[src/hw/rtl/bbc_pkg.sv]
// Shared widths, codes and the tag entry layout of the block buffer cache.
package bbc_pkg;

   localparam int OP_W     = 3;
   localparam int DEV_W    = 8;
   localparam int BLK_W    = 32;
   localparam int EIDX_W   = 5;
   localparam int TICK_W   = 32;
   localparam int COUNT_W  = 8;
   localparam int STATUS_W = 2;

   localparam logic [OP_W-1:0] OP_GET     = 3'd0;
   localparam logic [OP_W-1:0] OP_MARK    = 3'd1;
   localparam logic [OP_W-1:0] OP_RELEASE = 3'd2;
   localparam logic [OP_W-1:0] OP_PIN     = 3'd3;
   localparam logic [OP_W-1:0] OP_UNPIN   = 3'd4;

   localparam logic [STATUS_W-1:0] STAT_OK        = 2'd0;
   localparam logic [STATUS_W-1:0] STAT_NO_FREE   = 2'd1;
   localparam logic [STATUS_W-1:0] STAT_UNDERFLOW = 2'd2;
   localparam logic [STATUS_W-1:0] STAT_OVERFLOW  = 2'd3;

   localparam logic [COUNT_W-1:0] COUNT_MAX = '1;

   typedef struct packed {
      logic [DEV_W-1:0]   tag_device;
      logic [BLK_W-1:0]   tag_block;
      logic               tag_assigned;
      logic               contents_valid;
      logic [COUNT_W-1:0] reference_count;
      logic [TICK_W-1:0]  last_use_time;
   } entry_type;

endpackage

[src/hw/rtl/bbc_req_if.sv]
// Request channel of the block buffer cache: one operation word per handshake.
interface bbc_req_if;
   import bbc_pkg::*;

   logic              valid;
   logic              ready;
   logic [OP_W-1:0]   operation;
   logic [DEV_W-1:0]  device_id;
   logic [BLK_W-1:0]  block_number;
   logic [EIDX_W-1:0] entry_index;
   logic [TICK_W-1:0] now_tick;

   modport source (
      output valid, operation, device_id, block_number, entry_index, now_tick,
      input  ready
   );

   modport sink (
      input  valid, operation, device_id, block_number, entry_index, now_tick,
      output ready
   );

endinterface

[src/hw/rtl/bbc_rsp_if.sv]
// Response channel of the block buffer cache: one result word per handshake.
interface bbc_rsp_if;
   import bbc_pkg::*;

   logic                valid;
   logic                ready;
   logic [EIDX_W-1:0]   result_index;
   logic                was_hit;
   logic                data_valid;
   logic [COUNT_W-1:0]  ref_count_now;
   logic [STATUS_W-1:0] status;

   modport source (
      output valid, result_index, was_hit, data_valid, ref_count_now, status,
      input  ready
   );

   modport sink (
      input  valid, result_index, was_hit, data_valid, ref_count_now, status,
      output ready
   );

endinterface

[src/hw/rtl/block_buffer_cache_lru.sv]
// A get passes the scan, drain and update states, every other operation the fetch and update states.
// Update waits while an earlier response is unaccepted, then registers the response, and the block is
// ready for a new request word in that same cycle. The tag memory has one read port, so a get scans
// the entries one per cycle for a match and for the oldest unreferenced entry. Reset is synchronous:
// it clears the sequencer, the response register and the per-entry written bits; an unwritten entry reads as zero.
module block_buffer_cache_lru #(
   parameter int BUFFERS = 32
) (
   input logic       clock,
   input logic       reset,
   bbc_req_if.sink   req_ch,
   bbc_rsp_if.source rsp_ch
);
   import bbc_pkg::*;

   localparam int IDX_W = $clog2(BUFFERS);
   localparam logic [IDX_W-1:0] LAST_IDX = IDX_W'(BUFFERS - 1);

   typedef enum logic [4:0] {
      ST_IDLE   = 5'b00001,
      ST_SCAN   = 5'b00010,
      ST_DRAIN  = 5'b00100,
      ST_FETCH  = 5'b01000,
      ST_UPDATE = 5'b10000
   } state_type;

   state_type state_ff, state_in;

   logic [OP_W-1:0]   op_ff, op_in;
   logic [DEV_W-1:0]  dev_ff, dev_in;
   logic [BLK_W-1:0]  blk_ff, blk_in;
   logic [EIDX_W-1:0] eidx_ff, eidx_in;
   logic [TICK_W-1:0] tick_ff, tick_in;
   logic [IDX_W-1:0]  idx_ff, idx_in;
   logic              in_range_ff, in_range_in;

   logic [IDX_W-1:0]  scan_ff, scan_in;
   logic              eval_ff, eval_in;
   logic [IDX_W-1:0]  eval_idx_ff, eval_idx_in;

   logic              hit_ff, hit_in;
   logic [IDX_W-1:0]  hit_idx_ff, hit_idx_in;
   entry_type         hit_entry_ff, hit_entry_in;
   logic              found_ff, found_in;
   logic [IDX_W-1:0]  pick_ff, pick_in;
   logic [TICK_W-1:0] best_ff, best_in;

   logic                rsp_valid_ff, rsp_valid_in;
   logic [EIDX_W-1:0]   rsp_idx_ff, rsp_idx_in;
   logic                rsp_hit_ff, rsp_hit_in;
   logic                rsp_dv_ff, rsp_dv_in;
   logic [COUNT_W-1:0]  rsp_cnt_ff, rsp_cnt_in;
   logic [STATUS_W-1:0] rsp_st_ff, rsp_st_in;

   entry_type          mem_ff [BUFFERS];
   entry_type          rd_data_ff;
   logic               rd_init_ff;
   logic [BUFFERS-1:0] init_ff, init_in;
   entry_type          rd_entry;
   logic [IDX_W-1:0]   rd_addr;
   logic               wr_en;
   logic [IDX_W-1:0]   wr_addr;
   entry_type          wr_data;
   logic               accept;

   assign accept   = req_ch.valid && req_ch.ready;
   assign rd_addr  = (state_ff == ST_SCAN) ? scan_ff : idx_ff;
   assign rd_entry = rd_init_ff ? rd_data_ff : '0;

   always_comb begin
      entry_type           upd;
      logic [STATUS_W-1:0] st;

      state_in     = state_ff;
      op_in        = op_ff;
      dev_in       = dev_ff;
      blk_in       = blk_ff;
      eidx_in      = eidx_ff;
      tick_in      = tick_ff;
      idx_in       = idx_ff;
      in_range_in  = in_range_ff;
      scan_in      = scan_ff;
      eval_in      = eval_ff;
      eval_idx_in  = eval_idx_ff;
      hit_in       = hit_ff;
      hit_idx_in   = hit_idx_ff;
      hit_entry_in = hit_entry_ff;
      found_in     = found_ff;
      pick_in      = pick_ff;
      best_in      = best_ff;
      rsp_valid_in = rsp_valid_ff;
      rsp_idx_in   = rsp_idx_ff;
      rsp_hit_in   = rsp_hit_ff;
      rsp_dv_in    = rsp_dv_ff;
      rsp_cnt_in   = rsp_cnt_ff;
      rsp_st_in    = rsp_st_ff;
      init_in      = init_ff;
      wr_en        = 1'b0;
      wr_addr      = idx_ff;
      upd          = rd_entry;
      st           = STAT_OK;

      if (rsp_valid_ff && rsp_ch.ready) begin
         rsp_valid_in = 1'b0;
      end

      unique case (state_ff)
         ST_IDLE: begin
            if (accept) begin
               op_in       = req_ch.operation;
               dev_in      = req_ch.device_id;
               blk_in      = req_ch.block_number;
               eidx_in     = req_ch.entry_index;
               tick_in     = req_ch.now_tick;
               idx_in      = IDX_W'(req_ch.entry_index);
               in_range_in = 32'(req_ch.entry_index) < BUFFERS;
               scan_in     = '0;
               eval_in     = 1'b0;
               hit_in      = 1'b0;
               found_in    = 1'b0;
               state_in    = (req_ch.operation == OP_GET) ? ST_SCAN : ST_FETCH;
            end
         end
         ST_SCAN: begin
            eval_in     = 1'b1;
            eval_idx_in = scan_ff;
            if (scan_ff == LAST_IDX) begin
               state_in = ST_DRAIN;
            end else begin
               scan_in = scan_ff + 1'b1;
            end
         end
         ST_DRAIN: begin
            eval_in  = 1'b0;
            state_in = ST_UPDATE;
         end
         ST_FETCH: begin
            state_in = ST_UPDATE;
         end
         ST_UPDATE: begin
            if (!rsp_valid_ff || rsp_ch.ready) begin
               rsp_valid_in = 1'b1;
               state_in     = ST_IDLE;
               if (op_ff == OP_GET) begin
                  if (hit_ff) begin
                     upd = hit_entry_ff;
                     if (upd.reference_count == COUNT_MAX) begin
                        st = STAT_OVERFLOW;
                     end else begin
                        upd.reference_count = upd.reference_count + 1'b1;
                     end
                     wr_en      = 1'b1;
                     wr_addr    = hit_idx_ff;
                     rsp_idx_in = EIDX_W'(hit_idx_ff);
                     rsp_hit_in = 1'b1;
                     rsp_dv_in  = upd.contents_valid;
                     rsp_cnt_in = upd.reference_count;
                     rsp_st_in  = st;
                  end else if (found_ff) begin
                     upd = '{tag_device: dev_ff, tag_block: blk_ff, tag_assigned: 1'b1,
                             contents_valid: 1'b0, reference_count: COUNT_W'(1),
                             last_use_time: best_ff};
                     wr_en      = 1'b1;
                     wr_addr    = pick_ff;
                     rsp_idx_in = EIDX_W'(pick_ff);
                     rsp_hit_in = 1'b0;
                     rsp_dv_in  = 1'b0;
                     rsp_cnt_in = COUNT_W'(1);
                     rsp_st_in  = STAT_OK;
                  end else begin
                     rsp_idx_in = '0;
                     rsp_hit_in = 1'b0;
                     rsp_dv_in  = 1'b0;
                     rsp_cnt_in = '0;
                     rsp_st_in  = STAT_NO_FREE;
                  end
               end else if (op_ff > OP_UNPIN) begin
                  rsp_idx_in = '0;
                  rsp_hit_in = 1'b0;
                  rsp_dv_in  = 1'b0;
                  rsp_cnt_in = '0;
                  rsp_st_in  = STAT_OK;
               end else if (!in_range_ff) begin
                  rsp_idx_in = eidx_ff;
                  rsp_hit_in = 1'b0;
                  rsp_dv_in  = 1'b0;
                  rsp_cnt_in = '0;
                  rsp_st_in  = STAT_OK;
               end else begin
                  case (op_ff)
                     OP_MARK: begin
                        upd.contents_valid = 1'b1;
                     end
                     OP_PIN: begin
                        if (upd.reference_count == COUNT_MAX) begin
                           st = STAT_OVERFLOW;
                        end else begin
                           upd.reference_count = upd.reference_count + 1'b1;
                        end
                     end
                     default: begin
                        if (op_ff == OP_RELEASE) begin
                           upd.last_use_time = tick_ff;
                        end
                        if (upd.reference_count == '0) begin
                           st = STAT_UNDERFLOW;
                        end else begin
                           upd.reference_count = upd.reference_count - 1'b1;
                        end
                     end
                  endcase
                  wr_en      = 1'b1;
                  wr_addr    = idx_ff;
                  rsp_idx_in = eidx_ff;
                  rsp_hit_in = 1'b0;
                  rsp_dv_in  = upd.contents_valid;
                  rsp_cnt_in = upd.reference_count;
                  rsp_st_in  = st;
               end
            end
         end
         default: begin
            state_in = ST_IDLE;
         end
      endcase

      if (eval_ff) begin
         if (!hit_ff && rd_entry.tag_assigned && rd_entry.tag_device == dev_ff
             && rd_entry.tag_block == blk_ff) begin
            hit_in       = 1'b1;
            hit_idx_in   = eval_idx_ff;
            hit_entry_in = rd_entry;
         end
         if (rd_entry.reference_count == '0
             && (!found_ff || rd_entry.last_use_time < best_ff)) begin
            found_in = 1'b1;
            best_in  = rd_entry.last_use_time;
            pick_in  = eval_idx_ff;
         end
      end

      wr_data = upd;
      if (wr_en) begin
         init_in[wr_addr] = 1'b1;
      end
   end

   always_ff @(posedge clock) begin
      if (wr_en) begin
         mem_ff[wr_addr] <= wr_data;
      end
      rd_data_ff <= mem_ff[rd_addr];
      rd_init_ff <= init_ff[rd_addr];
   end

   always_ff @(posedge clock) begin
      if (reset) begin
         state_ff     <= ST_IDLE;
         rsp_valid_ff <= 1'b0;
         eval_ff      <= 1'b0;
         init_ff      <= '0;
      end else begin
         state_ff     <= state_in;
         rsp_valid_ff <= rsp_valid_in;
         eval_ff      <= eval_in;
         init_ff      <= init_in;
      end
   end

   always_ff @(posedge clock) begin
      op_ff        <= op_in;
      dev_ff       <= dev_in;
      blk_ff       <= blk_in;
      eidx_ff      <= eidx_in;
      tick_ff      <= tick_in;
      idx_ff       <= idx_in;
      in_range_ff  <= in_range_in;
      scan_ff      <= scan_in;
      eval_idx_ff  <= eval_idx_in;
      hit_ff       <= hit_in;
      hit_idx_ff   <= hit_idx_in;
      hit_entry_ff <= hit_entry_in;
      found_ff     <= found_in;
      pick_ff      <= pick_in;
      best_ff      <= best_in;
      rsp_idx_ff   <= rsp_idx_in;
      rsp_hit_ff   <= rsp_hit_in;
      rsp_dv_ff    <= rsp_dv_in;
      rsp_cnt_ff   <= rsp_cnt_in;
      rsp_st_ff    <= rsp_st_in;
   end

   assign req_ch.ready         = (state_ff == ST_IDLE);
   assign rsp_ch.valid         = rsp_valid_ff;
   assign rsp_ch.result_index  = rsp_idx_ff;
   assign rsp_ch.was_hit       = rsp_hit_ff;
   assign rsp_ch.data_valid    = rsp_dv_ff;
   assign rsp_ch.ref_count_now = rsp_cnt_ff;
   assign rsp_ch.status        = rsp_st_ff;

`ifndef SYNTHESIS
   a_busy_after_accept: assert property (@(posedge clock) disable iff (reset)
      (req_ch.valid && req_ch.ready) |=> !req_ch.ready)
      else $error("request taken while an earlier word is still in progress");

   a_rsp_from_update: assert property (@(posedge clock) disable iff (reset)
      $rose(rsp_valid_ff) |-> $past(state_ff == ST_UPDATE))
      else $error("response raised outside the update step");

   a_hit_status: assert property (@(posedge clock) disable iff (reset)
      (rsp_ch.valid && rsp_ch.was_hit) |->
      (rsp_ch.status == STAT_OK || rsp_ch.status == STAT_OVERFLOW))
      else $error("hit reported with a status that a hit cannot give");

   a_write_in_update: assert property (@(posedge clock) disable iff (reset)
      wr_en |-> (state_ff == ST_UPDATE && (!$past(rsp_valid_ff) || rsp_valid_in)))
      else $error("tag memory written outside the update step");

   a_written_bits_hold: assert property (@(posedge clock) disable iff (reset)
      !$past(reset) |-> ((init_ff & $past(init_ff)) == $past(init_ff)))
      else $error("an entry lost its written bit without a reset");
`endif

endmodule
[src/flat_wrapper.sv]
// flat-port wrapper written by rule: the top's interface ports become plain ports
module block_buffer_cache_lru_flat import bbc_pkg::*;
#(
   parameter int BUFFERS = 32
)
  (clock, reset, req_ch_valid, req_ch_operation, req_ch_device_id, req_ch_block_number, req_ch_entry_index, req_ch_now_tick, req_ch_ready, rsp_ch_valid, rsp_ch_result_index, rsp_ch_was_hit, rsp_ch_data_valid, rsp_ch_ref_count_now, rsp_ch_status, rsp_ch_ready);
  bbc_req_if req_ch_i ();
  bbc_rsp_if rsp_ch_i ();
  input logic clock;
  input logic reset;
  input wire logic [$bits(req_ch_i.valid)-1:0] req_ch_valid;
  input wire logic [$bits(req_ch_i.operation)-1:0] req_ch_operation;
  input wire logic [$bits(req_ch_i.device_id)-1:0] req_ch_device_id;
  input wire logic [$bits(req_ch_i.block_number)-1:0] req_ch_block_number;
  input wire logic [$bits(req_ch_i.entry_index)-1:0] req_ch_entry_index;
  input wire logic [$bits(req_ch_i.now_tick)-1:0] req_ch_now_tick;
  output wire logic [$bits(req_ch_i.ready)-1:0] req_ch_ready;
  output wire logic [$bits(rsp_ch_i.valid)-1:0] rsp_ch_valid;
  output wire logic [$bits(rsp_ch_i.result_index)-1:0] rsp_ch_result_index;
  output wire logic [$bits(rsp_ch_i.was_hit)-1:0] rsp_ch_was_hit;
  output wire logic [$bits(rsp_ch_i.data_valid)-1:0] rsp_ch_data_valid;
  output wire logic [$bits(rsp_ch_i.ref_count_now)-1:0] rsp_ch_ref_count_now;
  output wire logic [$bits(rsp_ch_i.status)-1:0] rsp_ch_status;
  input wire logic [$bits(rsp_ch_i.ready)-1:0] rsp_ch_ready;
  assign req_ch_i.valid = req_ch_valid;
  assign req_ch_i.operation = req_ch_operation;
  assign req_ch_i.device_id = req_ch_device_id;
  assign req_ch_i.block_number = req_ch_block_number;
  assign req_ch_i.entry_index = req_ch_entry_index;
  assign req_ch_i.now_tick = req_ch_now_tick;
  assign req_ch_ready = req_ch_i.ready;
  assign rsp_ch_valid = rsp_ch_i.valid;
  assign rsp_ch_result_index = rsp_ch_i.result_index;
  assign rsp_ch_was_hit = rsp_ch_i.was_hit;
  assign rsp_ch_data_valid = rsp_ch_i.data_valid;
  assign rsp_ch_ref_count_now = rsp_ch_i.ref_count_now;
  assign rsp_ch_status = rsp_ch_i.status;
  assign rsp_ch_i.ready = rsp_ch_ready;
  block_buffer_cache_lru #(.BUFFERS(BUFFERS)) u_core (.clock(clock), .reset(reset), .req_ch(req_ch_i), .rsp_ch(rsp_ch_i));
endmodule
[config.mk]
export PLATFORM = sky130hd
export DESIGN_NAME = block_buffer_cache_lru_flat
export DESIGN_NICKNAME = d
export VERILOG_FILES = /design/src/hw/rtl/bbc_pkg.sv /design/src/hw/rtl/bbc_req_if.sv /design/src/hw/rtl/bbc_rsp_if.sv /design/src/hw/rtl/block_buffer_cache_lru.sv /design/src/flat_wrapper.sv
export SDC_FILE = /design/constraint.sdc
export NUM_CORES = 2
export LEC_CHECK = 0
export BUFFER_PORTS_ARGS = -buffer_cell sky130_fd_sc_hd__buf_2
export CAP_MARGIN = 20
export CELL_PAD_IN_SITES_DETAIL_PLACEMENT = 1
export CELL_PAD_IN_SITES_GLOBAL_PLACEMENT = 2
export CORE_UTILIZATION = 40
export DETAILED_ROUTE_END_ITERATION = 12
export PLACE_DENSITY = 0.69
export SYNTH_ARGS = -nofsm -noshare
export SYNTH_HDL_FRONTEND = slang
export SYNTH_SLANG_ARGS = --single-unit
[constraint.sdc]
create_clock -name clock -period 8.3 [get_ports clock]
set_input_delay 0.415 -clock clock [delete_from_list [all_inputs] [get_ports clock]]
set_output_delay 0.415 -clock clock [all_outputs]
set_load 0.005 [all_outputs]
==> flow_metrics.tcl <==
set metrics [dict create \
    vias 70500 \
    cts.sinks 2979 \
    syn_area_per_cell_um2 15.6 \
    finClkSkew_ns 0.0796 \
    antenna_found_initial 19 \
    rsz0062_at_grt "no" \
    place_area_mm2 0.122 \
    max_cap_viol_count 0 \
    tightest_slew_ns 1.31 \
    post-route-util 0.465 \
    drt-total-wl_um 392000 \
    cts_tree "built" \
    antenna_left 0 \
    grtUsageTotal 0.264 \
    total_power_uw 35400 \
    final_hold_viol_count 0 \
    hp-class "in -> reg" \
    netlist_top_cells_count "edfxtp_1, nand2_1, mux2i_1, o22ai_1, nand3_1" \
    ys.flop_type "edfxtp_1" \
    cts_root_buf "clkbuf_16" \
    synth-seq-area-share 0.763 \
    start_util 0.402 \
    tns_ns 0 \
    vias_per_cell 5.99 \
    crit_type "reg -> reg" \
    synthArstFlopShare 0 \
    instances_no_fill 11800 \
    yosysMostFrequentCell "edfxtp_1" \
    dp_cells 11100 \
    post-route-min-period_ns 6.27 \
    cts-htree-levels 5 \
    setup_viol 0 \
    fp.dieArea_mm2 0.291 \
    synth.area.top_cells "edfxtp_1, mux2i_1, nand2_1" \
    slew_viol_final 0 \
    cp.required_ns 8.83 \
    fin_crit_sh 0.755 \
    outcome "completed" \
    hold_depth 2 \
    worstHoldStart "req_ch_now_tick[17]" \
    io_buffer_count 102 \
    synth_top_area_cell "edfxtp_1" \
    numCtsBuffers 321 \
    cp-start-kind "register" \
    post-route-drc-count 0 \
    r2r_cells 9 \
    synth_area_mm2 0.116 \
    ys_ff_latch 2979 \
    synth.top_cell.area_share 0.741 \
    nets 7837 \
    syn_nets 7532 \
    cp.arrival_ns 6.80 \
    rows 197 \
    post-cts-setup-buffer-count 0 \
    worstReg2RegEnd "u_core.mem_ff[23][43]" \
    grt_pass1_vias 71700 \
    firstDrtPassIters 8 \
    core_area_mm2 0.288 \
    rrSetupSlack_ns 2.03 \
    end_kind "register" \
    drive_above_1_share 0.124 \
    p_leak_uw 0.0463 \
    routedWlPerCell_um 33.3 \
    fp.dieH_um 540 \
    netlist_instances 7411 \
    ir_drop_v 0.000164 \
    r2r-start "u_core.op_ff[2]" \
    boundaryPins 103 \
    path_max_fanout 37 \
    synth_enable_flop_cells 2855 \
    clk_path_buf_depth 4 \
    syn_to_final_growth_pct 15.8 \
    grt_pass1_wl_um 548000 \
    min_to "u_core.tick_ff[17]" \
    dp_hpwl_um 220000 \
    grt_max_degree 135 \
    final_area_mm2 0.134 \
    relSlewSlack 0.123 \
    synth.distinct_cells 76 \
    drtIter0Drc 8277 \
    fp.dieW_um 540 \
    p_per_area_mw_per_mm2 264 \
    routabilityCongestion 0.842 \
    grt_overflow 0 \
    fmax_mhz 160 \
    cts_resized 0 \
    yosysWarnings 0 \
    clk_pin_slew_ns 0.06 \
    postCtsHoldBufs 82 \
    clock_latency_ns 0.95 \
]
==> metrics by stage <==
stage          hold slack (ns)  setup slack, ns
6_report                 0.180             2.03
5_1_grt                  0.164             1.86
4_1_cts                  0.105             2.16
3_5_place_dp             0.435             2.19
3_3_place_gp             0.447             2.19
2_1_floorplan            0.421             2.37
==> power by group <==
| part | internal (uW) | leakage [uW] | switching [uW] |
|---|---|---|---|
| clock network | 8310 | 0.00516 | 6200 |
| registers | 16900 | 0.0276 | 369 |
| logic | 1070 | 0.0136 | 2610 |
==> layer usage <==
layer	vias to the layer above	part of all wire	GRT usage
met5	-	0.000054	0
met4	4	0.032	0.0860
met3	527	0.064	0.0335
met2	2721	0.48	0.432
met1	37600	0.43	0.364
li1	29600	-	-
==> kinds of logic (layout without fill, tap and decap cells) <==
| kind of cell | count (synthesis) | count (layout) | synth area share |
|---|---|---|---|
| flip-flops | 2979 | 2979 | 0.763 |
| AND/OR/NAND/NOR | 1725 | 1725 | 0.0667 |
| AO/OA/AOI/OAI | 1274 | 1274 | 0.0727 |
| multiplexers | 788 | 788 | 0.0691 |
| buffers and inverters | 561 | 1133 | 0.0213 |
| XOR/XNOR | 45 | 45 | 0.00341 |
| adder cells (fa/ha/maj) | 39 | 39 | 0.00418 |
| other | 0 | 7 | 0 |
==> sequential cells by signal (all words and copies together) (netlist names), 2 cells and up <==
signal / count
u_core.rsp_ch.result_index: 5
u_core.scan_ff: 5
u_core.tick_ff: 32
u_core.hit_entry_ff: 82
u_core.rsp_ch.ref_count_now: 8
u_core.rsp_ch.status: 2
u_core.pick_ff: 5
u_core.dev_ff: 8
u_core.rd_data_ff: 82
u_core.mem_ff: 2624
u_core.best_ff: 32
u_core.eidx_ff: 5
u_core.state_ff: 5
u_core.eval_idx_ff: 5
u_core.op_ff: 3
u_core.hit_idx_ff: 5
u_core.blk_ff: 32
u_core.init_ff: 32
==> cell type report <==
cell class	instances	area [um^2]
Sequential cell	2979	88200
Clock buffer	415	8630
Antenna cell	7	17.5
Timing Repair Buffer	435	4120
Tap cell	3781	4730
Fill cell	27700	154000
Inverter	108	408
Multi-Input combinational cell	3871	25900
Clock inverter	175	1990
==> placed cells by master (no fill, tap or decap), drive strengths merged, types with 30 or more instances in the layout <==
cell type / netlist / routed
a21oi: 147 / 147
a31oi: 140 / 140
a32oi: 56 / 56
and2: 30 / 30
buf: 227 / 350
clkbuf: 226 / 418
clkinv: 0 / 122
dfxtp: 124 / 124
dlygate4sd3: 0 / 82
edfxtp: 2855 / 2855
ha: 37 / 37
inv: 108 / 120
mux2i: 776 / 776
nand2: 956 / 956
nand3: 232 / 232
nand4: 158 / 158
nor2: 178 / 178
nor4: 56 / 56
o2111ai: 47 / 47
o21ai: 209 / 209
o22a: 48 / 48
o22ai: 431 / 431
xnor2: 32 / 32
==> worst max path at each step <==
| stage | start | end | slack [ns] | cells past startpoint |
|---|---|---|---|---|
| floorplan | u_core.op_ff[1] | u_core.mem_ff[29][0] | 2.37 | 8 |
| CTS | u_core.op_ff[2] | u_core.mem_ff[23][78] | 2.16 | 9 |
| finish | u_core.op_ff[2] | u_core.mem_ff[23][43] | 2.03 | 9 |
| global placement | u_core.op_ff[2] | u_core.mem_ff[23][16] | 2.19 | 9 |
| global route | u_core.op_ff[2] | u_core.mem_ff[23][43] | 1.86 | 9 |
| detailed placement | u_core.op_ff[2] | u_core.mem_ff[23][78] | 2.19 | 9 |
==> worst max-delay path, stage by stage, from the launching register on <==
cell	delay (ns)
edfxtp_1	0.68
nor3_2	0.72
nand2_1	0.54
inv_1	0.21
buf_4	0.41
a32oi_1	0.19
o22ai_1	0.60
nand3_1	0.49
nor2_4	0.94
buf_4	0.94
No activity file was read; power rests on OpenSTA's default activity.
